===== config.mk =====
export PLATFORM = sky130hd
export DESIGN_NAME = reg_file_alu_executor
export DESIGN_NICKNAME = d
export VERILOG_FILES = /design/src/sv/rfa_pkg.sv /design/src/sv/rfa_alu.sv /design/src/sv/reg_file_alu_executor.sv
export VERILOG_INCLUDE_DIRS = /design/src /design/src/sv
export SDC_FILE = /design/constraint.sdc
export NUM_CORES = 2
export LEC_CHECK = 0
export BUFFER_PORTS_ARGS = -buffer_cell sky130_fd_sc_hd__buf_2
export CAP_MARGIN = 20
export CORE_UTILIZATION = 60
export CTS_CLUSTER_SIZE = 20
export DETAILED_ROUTE_END_ITERATION = 16
export PLACE_DENSITY = 0.81
export SLEW_MARGIN = 20
export SYNTH_ARGS = -nofsm -noshare
export SYNTH_HDL_FRONTEND = slang
export SYNTH_SLANG_ARGS = --single-unit

===== constraint.sdc =====
create_clock -name clk -period 17.5 [get_ports clk]
set_input_delay 2.625 -clock clk [delete_from_list [all_inputs] [get_ports clk]]
set_output_delay 2.625 -clock clk [all_outputs]
set_load 0.005 [all_outputs]

===== src/sv/assert_macros.svh =====
`ifndef ASSERT_MACROS_SVH
`define ASSERT_MACROS_SVH

// Same-cycle implication, disabled while reset is asserted
`define ASSERT_SAME(label, clk, rst_n, ante, cons) \
  label: assert property (@(posedge clk) disable iff (!rst_n) (ante) |-> (cons)) \
    else $error("assertion failed");

// Next-cycle implication, disabled while reset is asserted
`define ASSERT_NEXT(label, clk, rst_n, ante, cons) \
  label: assert property (@(posedge clk) disable iff (!rst_n) (ante) |=> (cons)) \
    else $error("assertion failed");

`endif


===== src/sv/rfa_pkg.sv =====
`timescale 1ns / 1ps
`default_nettype none

package rfa_pkg;

  localparam int DATA_WIDTH_DEF = 32;
  localparam int REG_COUNT      = 8;
  localparam int REG_IDX_W      = 3;
  localparam int OUT_WIDTH      = 32;
  localparam int MUL_SPLIT      = 32;

  typedef enum logic [7:0] {
    OP_ADD_R = 8'h00,
    OP_OR_R  = 8'h08,
    OP_AND_R = 8'h20,
    OP_SUB_R = 8'h28,
    OP_XOR_R = 8'h30,
    OP_CMP_R = 8'h38,
    OP_ADD_I = 8'h80,
    OP_SUB_I = 8'h82,
    OP_MOV_R = 8'h88,
    OP_MOV_I = 8'hC6,
    OP_HALT  = 8'hCD,
    OP_SHL_I = 8'hD0,
    OP_SAR_I = 8'hD2,
    OP_MUL_R = 8'hF6
  } opcode_t;

  typedef struct packed {
    logic wr;
    logic cmp_upd;
    logic cmp_val;
    logic halt_set;
  } alu_ctl_t;

endpackage

`default_nettype wire


===== src/sv/rfa_alu.sv =====
`timescale 1ns / 1ps
`default_nettype none

module rfa_alu #(
  parameter int DATA_WIDTH = rfa_pkg::DATA_WIDTH_DEF
) (
  input  logic [7:0]                   opcode,
  input  logic [rfa_pkg::REG_IDX_W-1:0] src_sel,
  input  logic                         halted,
  input  logic [DATA_WIDTH-1:0]        op_a,
  input  logic [DATA_WIDTH-1:0]        op_b,
  output logic [DATA_WIDTH-1:0]        result,
  output rfa_pkg::alu_ctl_t            ctl
);

  logic [DATA_WIDTH-1:0] imm;
  logic [DATA_WIDTH-1:0] mul;

  assign imm = {{(DATA_WIDTH-rfa_pkg::REG_IDX_W){1'b0}}, src_sel};

  generate
    if (DATA_WIDTH <= rfa_pkg::MUL_SPLIT) begin : gen_mul_narrow
      assign mul = op_a * op_b;
    end else begin : gen_mul_split
      localparam int HI_W = DATA_WIDTH - rfa_pkg::MUL_SPLIT;
      logic [2*rfa_pkg::MUL_SPLIT-1:0] p_ll;
      logic [HI_W-1:0]                 p_x;
      // low word only: high-by-high term falls outside the result
      assign p_ll = op_a[rfa_pkg::MUL_SPLIT-1:0] * op_b[rfa_pkg::MUL_SPLIT-1:0];
      assign p_x  = op_a[HI_W-1:0] * op_b[DATA_WIDTH-1:rfa_pkg::MUL_SPLIT]
                  + op_a[DATA_WIDTH-1:rfa_pkg::MUL_SPLIT] * op_b[HI_W-1:0];
      assign mul  = p_ll[DATA_WIDTH-1:0] + {p_x, {rfa_pkg::MUL_SPLIT{1'b0}}};
    end
  endgenerate

  always_comb begin
    result = '0;
    ctl    = '0;
    if (!halted) begin
      case (opcode)
        rfa_pkg::OP_MOV_R: begin result = op_b;        ctl.wr = 1'b1; end
        rfa_pkg::OP_MOV_I: begin result = imm;         ctl.wr = 1'b1; end
        rfa_pkg::OP_ADD_R: begin result = op_a + op_b; ctl.wr = 1'b1; end
        rfa_pkg::OP_ADD_I: begin result = op_a + imm;  ctl.wr = 1'b1; end
        rfa_pkg::OP_SUB_R: begin result = op_a - op_b; ctl.wr = 1'b1; end
        rfa_pkg::OP_SUB_I: begin result = op_a - imm;  ctl.wr = 1'b1; end
        rfa_pkg::OP_MUL_R: begin result = mul;         ctl.wr = 1'b1; end
        rfa_pkg::OP_AND_R: begin result = op_a & op_b; ctl.wr = 1'b1; end
        rfa_pkg::OP_OR_R:  begin result = op_a | op_b; ctl.wr = 1'b1; end
        rfa_pkg::OP_XOR_R: begin result = op_a ^ op_b; ctl.wr = 1'b1; end
        rfa_pkg::OP_SHL_I: begin result = op_a << src_sel; ctl.wr = 1'b1; end
        rfa_pkg::OP_SAR_I: begin
          result = $unsigned($signed(op_a) >>> src_sel);
          ctl.wr = 1'b1;
        end
        rfa_pkg::OP_CMP_R: begin
          ctl.cmp_upd = 1'b1;
          ctl.cmp_val = (op_a == op_b);
        end
        rfa_pkg::OP_HALT: begin
          ctl.halt_set = 1'b1;
        end
        default: begin
        end
      endcase
    end
  end

endmodule

`default_nettype wire


===== src/sv/reg_file_alu_executor.sv =====
// Register-file ALU executor: runs a small 8086-style instruction subset on eight
// registers held in a synchronous register-file memory.
// Input channel (in_valid / in_stall): one instruction per transfer, an opcode
// byte and an operand byte (bits 5:3 destination, bits 2:0 source or immediate).
// Result channel (out_valid / out_stall): exactly one result per instruction, in
// order: write flag, destination index and value, compare flag and halt mark.
// Pipeline: an accepted instruction reads the register file into the read stage,
// then a single ALU stage writes back and loads the output register.
// Throughput: one instruction per cycle while the receiver does not stall; a result
// written back in the same edge as the next read is forwarded.
// Reset (rst_n low, synchronous) empties the pipeline, clears the compare flag,
// the halt mark and the per-register valid bits; an unwritten register reads 0.
// After a halt instruction every further instruction is reported as no write
// with halted set, until reset.
// While the receiver stalls with a result pending, the ALU stage holds and
// in_stall rises once that stage is occupied; nothing is lost or repeated.
`timescale 1ns / 1ps
`default_nettype none

`include "assert_macros.svh"

module reg_file_alu_executor #(
  parameter int DATA_WIDTH = rfa_pkg::DATA_WIDTH_DEF
) (
  input  logic                                clk,
  input  logic                                rst_n,
  input  logic                                in_valid,
  output logic                                in_stall,
  input  logic [7:0]                          in_opcode_byte,
  input  logic [7:0]                          in_operand_byte,
  output logic                                out_valid,
  input  logic                                out_stall,
  output logic                                out_wrote_register,
  output logic [rfa_pkg::REG_IDX_W-1:0]       out_dest_index,
  output logic signed [rfa_pkg::OUT_WIDTH-1:0] out_dest_value,
  output logic                                out_equal_flag,
  output logic                                out_halted
);

  localparam int IW = rfa_pkg::REG_IDX_W;

  logic [DATA_WIDTH-1:0] mem_r [rfa_pkg::REG_COUNT];
  logic [rfa_pkg::REG_COUNT-1:0] valid_r;

  logic [DATA_WIDTH-1:0] rd_a_r, rd_b_r;
  logic                  s1_valid_r;
  logic [7:0]            s1_op_r;
  logic [IW-1:0]         s1_dst_r, s1_src_r;
  logic                  fwd_en_r;
  logic [IW-1:0]         fwd_idx_r;
  logic [DATA_WIDTH-1:0] fwd_data_r;
  logic                  cmp_r, cmp_nxt;
  logic                  halt_r, halt_nxt;

  logic                     out_valid_r;
  logic                     out_wrote_r;
  logic [IW-1:0]            out_idx_r;
  logic [rfa_pkg::OUT_WIDTH-1:0] out_value_r;
  logic                     out_eq_r;
  logic                     out_halt_r;

  logic adv_out, s1_fire, in_fire, wr_en;
  logic [DATA_WIDTH-1:0] op_a, op_b, result;
  logic [rfa_pkg::OUT_WIDTH-1:0] res_out;
  rfa_pkg::alu_ctl_t ctl;

  assign adv_out  = !out_valid_r || !out_stall;
  assign s1_fire  = s1_valid_r && adv_out;
  assign in_stall = s1_valid_r && !adv_out;
  assign in_fire  = in_valid && !in_stall;
  assign wr_en    = s1_fire && ctl.wr;

  // forward the write that landed in the same edge as this read
  always_comb begin
    if (fwd_en_r && fwd_idx_r == s1_dst_r) begin
      op_a = fwd_data_r;
    end else begin
      op_a = valid_r[s1_dst_r] ? rd_a_r : '0;
    end
    if (fwd_en_r && fwd_idx_r == s1_src_r) begin
      op_b = fwd_data_r;
    end else begin
      op_b = valid_r[s1_src_r] ? rd_b_r : '0;
    end
  end

  rfa_alu #(
    .DATA_WIDTH(DATA_WIDTH)
  ) u_alu (
    .opcode (s1_op_r),
    .src_sel(s1_src_r),
    .halted (halt_r),
    .op_a   (op_a),
    .op_b   (op_b),
    .result (result),
    .ctl    (ctl)
  );

  generate
    if (DATA_WIDTH >= rfa_pkg::OUT_WIDTH) begin : gen_out_trunc
      assign res_out = result[rfa_pkg::OUT_WIDTH-1:0];
    end else begin : gen_out_ext
      assign res_out = {{(rfa_pkg::OUT_WIDTH-DATA_WIDTH){1'b0}}, result};
    end
  endgenerate

  assign cmp_nxt  = (s1_fire && ctl.cmp_upd) ? ctl.cmp_val : cmp_r;
  assign halt_nxt = (s1_fire && ctl.halt_set) ? 1'b1 : halt_r;

  always_ff @(posedge clk) begin
    if (in_fire) begin
      rd_a_r <= mem_r[in_operand_byte[5:3]];
      rd_b_r <= mem_r[in_operand_byte[2:0]];
    end
  end

  always_ff @(posedge clk) begin
    if (wr_en) begin
      mem_r[s1_dst_r] <= result;
    end
  end

  always_ff @(posedge clk) begin
    if (!rst_n) begin
      valid_r    <= '0;
      s1_valid_r <= 1'b0;
      fwd_en_r   <= 1'b0;
      cmp_r      <= 1'b0;
      halt_r     <= 1'b0;
    end else begin
      if (wr_en) begin
        valid_r[s1_dst_r] <= 1'b1;
      end
      if (in_fire) begin
        s1_valid_r <= 1'b1;
        fwd_en_r   <= wr_en;
      end else if (s1_fire) begin
        s1_valid_r <= 1'b0;
      end
      cmp_r  <= cmp_nxt;
      halt_r <= halt_nxt;
    end
  end

  always_ff @(posedge clk) begin
    if (in_fire) begin
      s1_op_r    <= in_opcode_byte;
      s1_dst_r   <= in_operand_byte[5:3];
      s1_src_r   <= in_operand_byte[2:0];
      fwd_idx_r  <= s1_dst_r;
      fwd_data_r <= result;
    end
  end

  always_ff @(posedge clk) begin
    if (!rst_n) begin
      out_valid_r <= 1'b0;
    end else if (adv_out) begin
      out_valid_r <= s1_valid_r;
    end
  end

  always_ff @(posedge clk) begin
    if (s1_fire) begin
      out_wrote_r <= ctl.wr;
      out_idx_r   <= ctl.wr ? s1_dst_r : '0;
      out_value_r <= ctl.wr ? res_out : '0;
      out_eq_r    <= cmp_nxt;
      out_halt_r  <= halt_nxt;
    end
  end

  assign out_valid          = out_valid_r;
  assign out_wrote_register = out_wrote_r;
  assign out_dest_index     = out_idx_r;
  assign out_dest_value     = $signed(out_value_r);
  assign out_equal_flag     = out_eq_r;
  assign out_halted         = out_halt_r;

  `ASSERT_NEXT(a_halt_sticky, clk, rst_n, halt_r, halt_r)
  `ASSERT_SAME(a_no_write_halted, clk, rst_n, out_valid_r && out_wrote_r, !out_halt_r)
  `ASSERT_SAME(a_idle_fields, clk, rst_n, out_valid_r && !out_wrote_r,
               out_idx_r == '0 && out_value_r == '0)
  `ASSERT_SAME(a_stall_only_full, clk, rst_n, in_stall, s1_valid_r && out_valid_r)

endmodule

`default_nettype wire

==> results.py <==
metrics = {
    "synth": {
        "synth.yosys.seq_area_share_pct": 30.4,
        "synth_top_area_share_pct": 29.8,
        "synth_common_cells": "nor2_1, inv_1, fa_1, edfxtp_1, nand2_1",
        "syn_inst": 3900,
        "ys_warn_count": 0,
        "synthArstFlopShare_pct": 0,
        "synth_area_sq_um": 41000,
        "ys_seq_elements": 420,
        "synth_most_common_cell": "nor2_1",
        "avgSynthCellArea_sq_um": 10.5,
        "ys_types": 80,
        "synth-edff-count": 407,
        "synth_largest_area_cell": "edfxtp_1",
        "ys.flop_type": "edfxtp_1",
        "synth.area.top_cells": "edfxtp_1, fa_1, ha_1",
        "synth_nets": 4582,
    },
    "timing": {
        "worst_pin_slew_ns": 1.32,
        "hold_ws_ns": 0.513,
        "relSlewSlack_pct": 11.6,
        "period_minus_slack_ns": 12.02,
        "drv_slew": 0,
        "skew_ns": 0.0406,
        "setup-tns-final_ns": 0,
        "grt_setup_unrepaired": "no",
        "setup_viol": 0,
        "max_freq_mhz": 83.2,
        "final.period_utilization_pct": 68.7,
        "hold_viol": 0,
    },
    "detailed_routing": {
        "drtAntennaViolNets": 0,
        "drt-vias-per-instance": 6.86,
        "drt_iter0_drc": 4702,
        "drt_first_pass_iters": 9,
        "remaining_drc_errors": 0,
        "vias": 32900,
        "wl_per_cell_um": 30.0,
        "drt-total-wl_mm": 144,
    },
    "die": {
        "core_sq_um": 67400,
        "std_cell_rows": 95,
        "io_pins": 60,
        "die_y_um": 263,
        "start_util_pct": 60.8,
        "dieArea_sq_um": 69400,
        "die_w_um": 263,
    },
    "clocking": {
        "cts_root_buffer": "clkbuf_16",
        "hold_buffers": 0,
        "clkTransAtPathRegs_ns": 0.07,
        "htreeDepth": 2,
        "clock_sinks": 420,
        "cts_setup_buffers": 0,
        "cts-buffers-inserted": 39,
        "post_cts_resized": 0,
        "cts_buffer_depth": 3,
        "worst_skew_pair.late_latency_ns": 0.59,
        "cts_tree": "done",
    },
    "grt": {
        "grt_util_all_layers_pct": 41.6,
        "grt_max_degree": 98,
        "grt_pass1_wl_mm": 210,
        "overflow": 0,
        "antenna_found_initial": 4,
        "grt_pass1_vias": 33000,
    },
    "worst_setup_path": {
        "rr_worst_depth": 28,
        "cp.required_ns": 17.73,
        "start_kind": "register",
        "crit_top_cell": "fa_1",
        "cp.depth": 28,
        "worst-path-buf-inv": 6,
        "arrival_ns": 12.25,
        "end_kind": "register",
        "reg2reg_slack_ns": 5.48,
        "crit_fanout": 58,
        "cp_slowest_cell": "clkinv_1",
        "slowest_delay_ns": 0.92,
        "path_delay_family": "adder cells",
        "criticalPathCategory": "register to register",
    },
    "finish": {
        "final_layout_size_suffix_gt1_share_pct": 12.4,
        "layout.nets": 4570,
        "stdcell_area_sq_um": 43700,
        "final_cells": 4790,
        "area_delta_synth_final_pct": 6.53,
        "fillers": 5032,
    },
    "power": {
        "leakagePower_uw": 0.0180,
        "ir_drop_mv": 0.106,
        "power.density_nw_per_um2": 49.5,
        "power.total_uw": 2160,
    },
    "placed_design": {
        "port_buffers": 57,
        "hpwlAfterDp_mm": 98.7,
        "gp_congestion": 1.13,
        "placed_area_sq_um": 42400,
        "dp.cells": 4718,
    },
    "hold_path": {
        "min_delay_path_depth": 1,
        "hp-class": "register to register",
    },
    "run": {
        "maxCapViolCount": 0,
    },
    "run_status": {
        "status": "complete, no violations",
    },
}
-- where the power goes --
| group | switching [uW] | internal (uW) | total, uW |
|---|---|---|---|
| clock network | 388 | 475 | 863 |
| registers | 14.0 | 1110 | 1120 |
| logic | 113 | 62.1 | 175 |
-- layout make-up --
cell class	instances	area [sq um]	area share, %
multi-input cells	2770	25900	59.3
flip-flops and latches	420	12500	28.6
inverters	490	1840	4.22
repair buffers	167	1120	2.56
well taps	873	1090	2.50
clock buffers	47	1050	2.40
clock inverters	22	211	0.484
diodes	1	2.50	0.00573
-- worst paths after layout --
path / start / endpoint
worst max-delay path: s1_src_r[1] / mem_r[7][27]
worst max register to register: s1_src_r[1] / mem_r[7][27]
worst min register to register: valid_r[5] / valid_r[5]
worst min-delay path: valid_r[5] / valid_r[5]
-- cells by family after synthesis --
group                      synth area share, %
AOI/OAI and AO/OA                         11.1
xor gates and xnor gates                  3.70
adders and majority gates                 27.7
buffers and inverters                     6.68
DFF                                       30.4
muxes                                     9.86
and+or+nand+nor                           10.5
-- metrics by stage --
| step | worst slack (ns) | util, % |
|---|---|---|
| 6_report | 5.48 | 64.8 |
| 5_1_grt | 5.46 | 64.8 |
| 4_1_cts | 5.70 | 64.8 |
| 3_5_place_dp | 5.82 | 62.9 |
| 3_3_place_gp | 5.99 | 62.9 |
| 2_1_floorplan | 8.46 | - |
-- worst reg2reg max path, delay by kind of cell, from the launching register on --
kind	cells	cell delay (ns)
xor+xnor	2	1.27
fa+ha+maj	9	4.24
compound gates	6	2.08
simple gates	5	1.61
flops	1	0.38
buf+inv	6	2.09
-- layer usage --
layer,vias up,global-route usage (%),share of wire [%]
met3,675,11.8,15
met4,4,32.0,9.1
met1,16000,51.6,33
met5,-,0.554,0.040
met2,2767,62.0,43
li1,13400,-,-
-- sequential cells by signal (all words and copies together) (netlist names) --
name	cells
out_equal_flag	1
mem_r	256
s1_valid_r	1
fwd_data_r	32
out_wrote_register	1
cmp_r	1
halt_r	1
rd_a_r	32
valid_r	8
out_dest_value	32
fwd_idx_r	3
s1_src_r	3
out_valid	1
out_halted	1
s1_op_r	8
rd_b_r	32
s1_dst_r	3
fwd_en_r	1
out_dest_index	3
-- placed cells by master, fill, tap and decap left out, drive strengths merged, types with 39 or more instances in the layout --
cell    instances
ha            252
inv           473
a21oi         160
edfxtp        407
nand2         343
nor3           39
clkbuf         49
mux2           73
nor2          490
buf           165
o21ai         172
fa            410
xnor2         131
mux4          131
(Power assumes the default switching activity.)
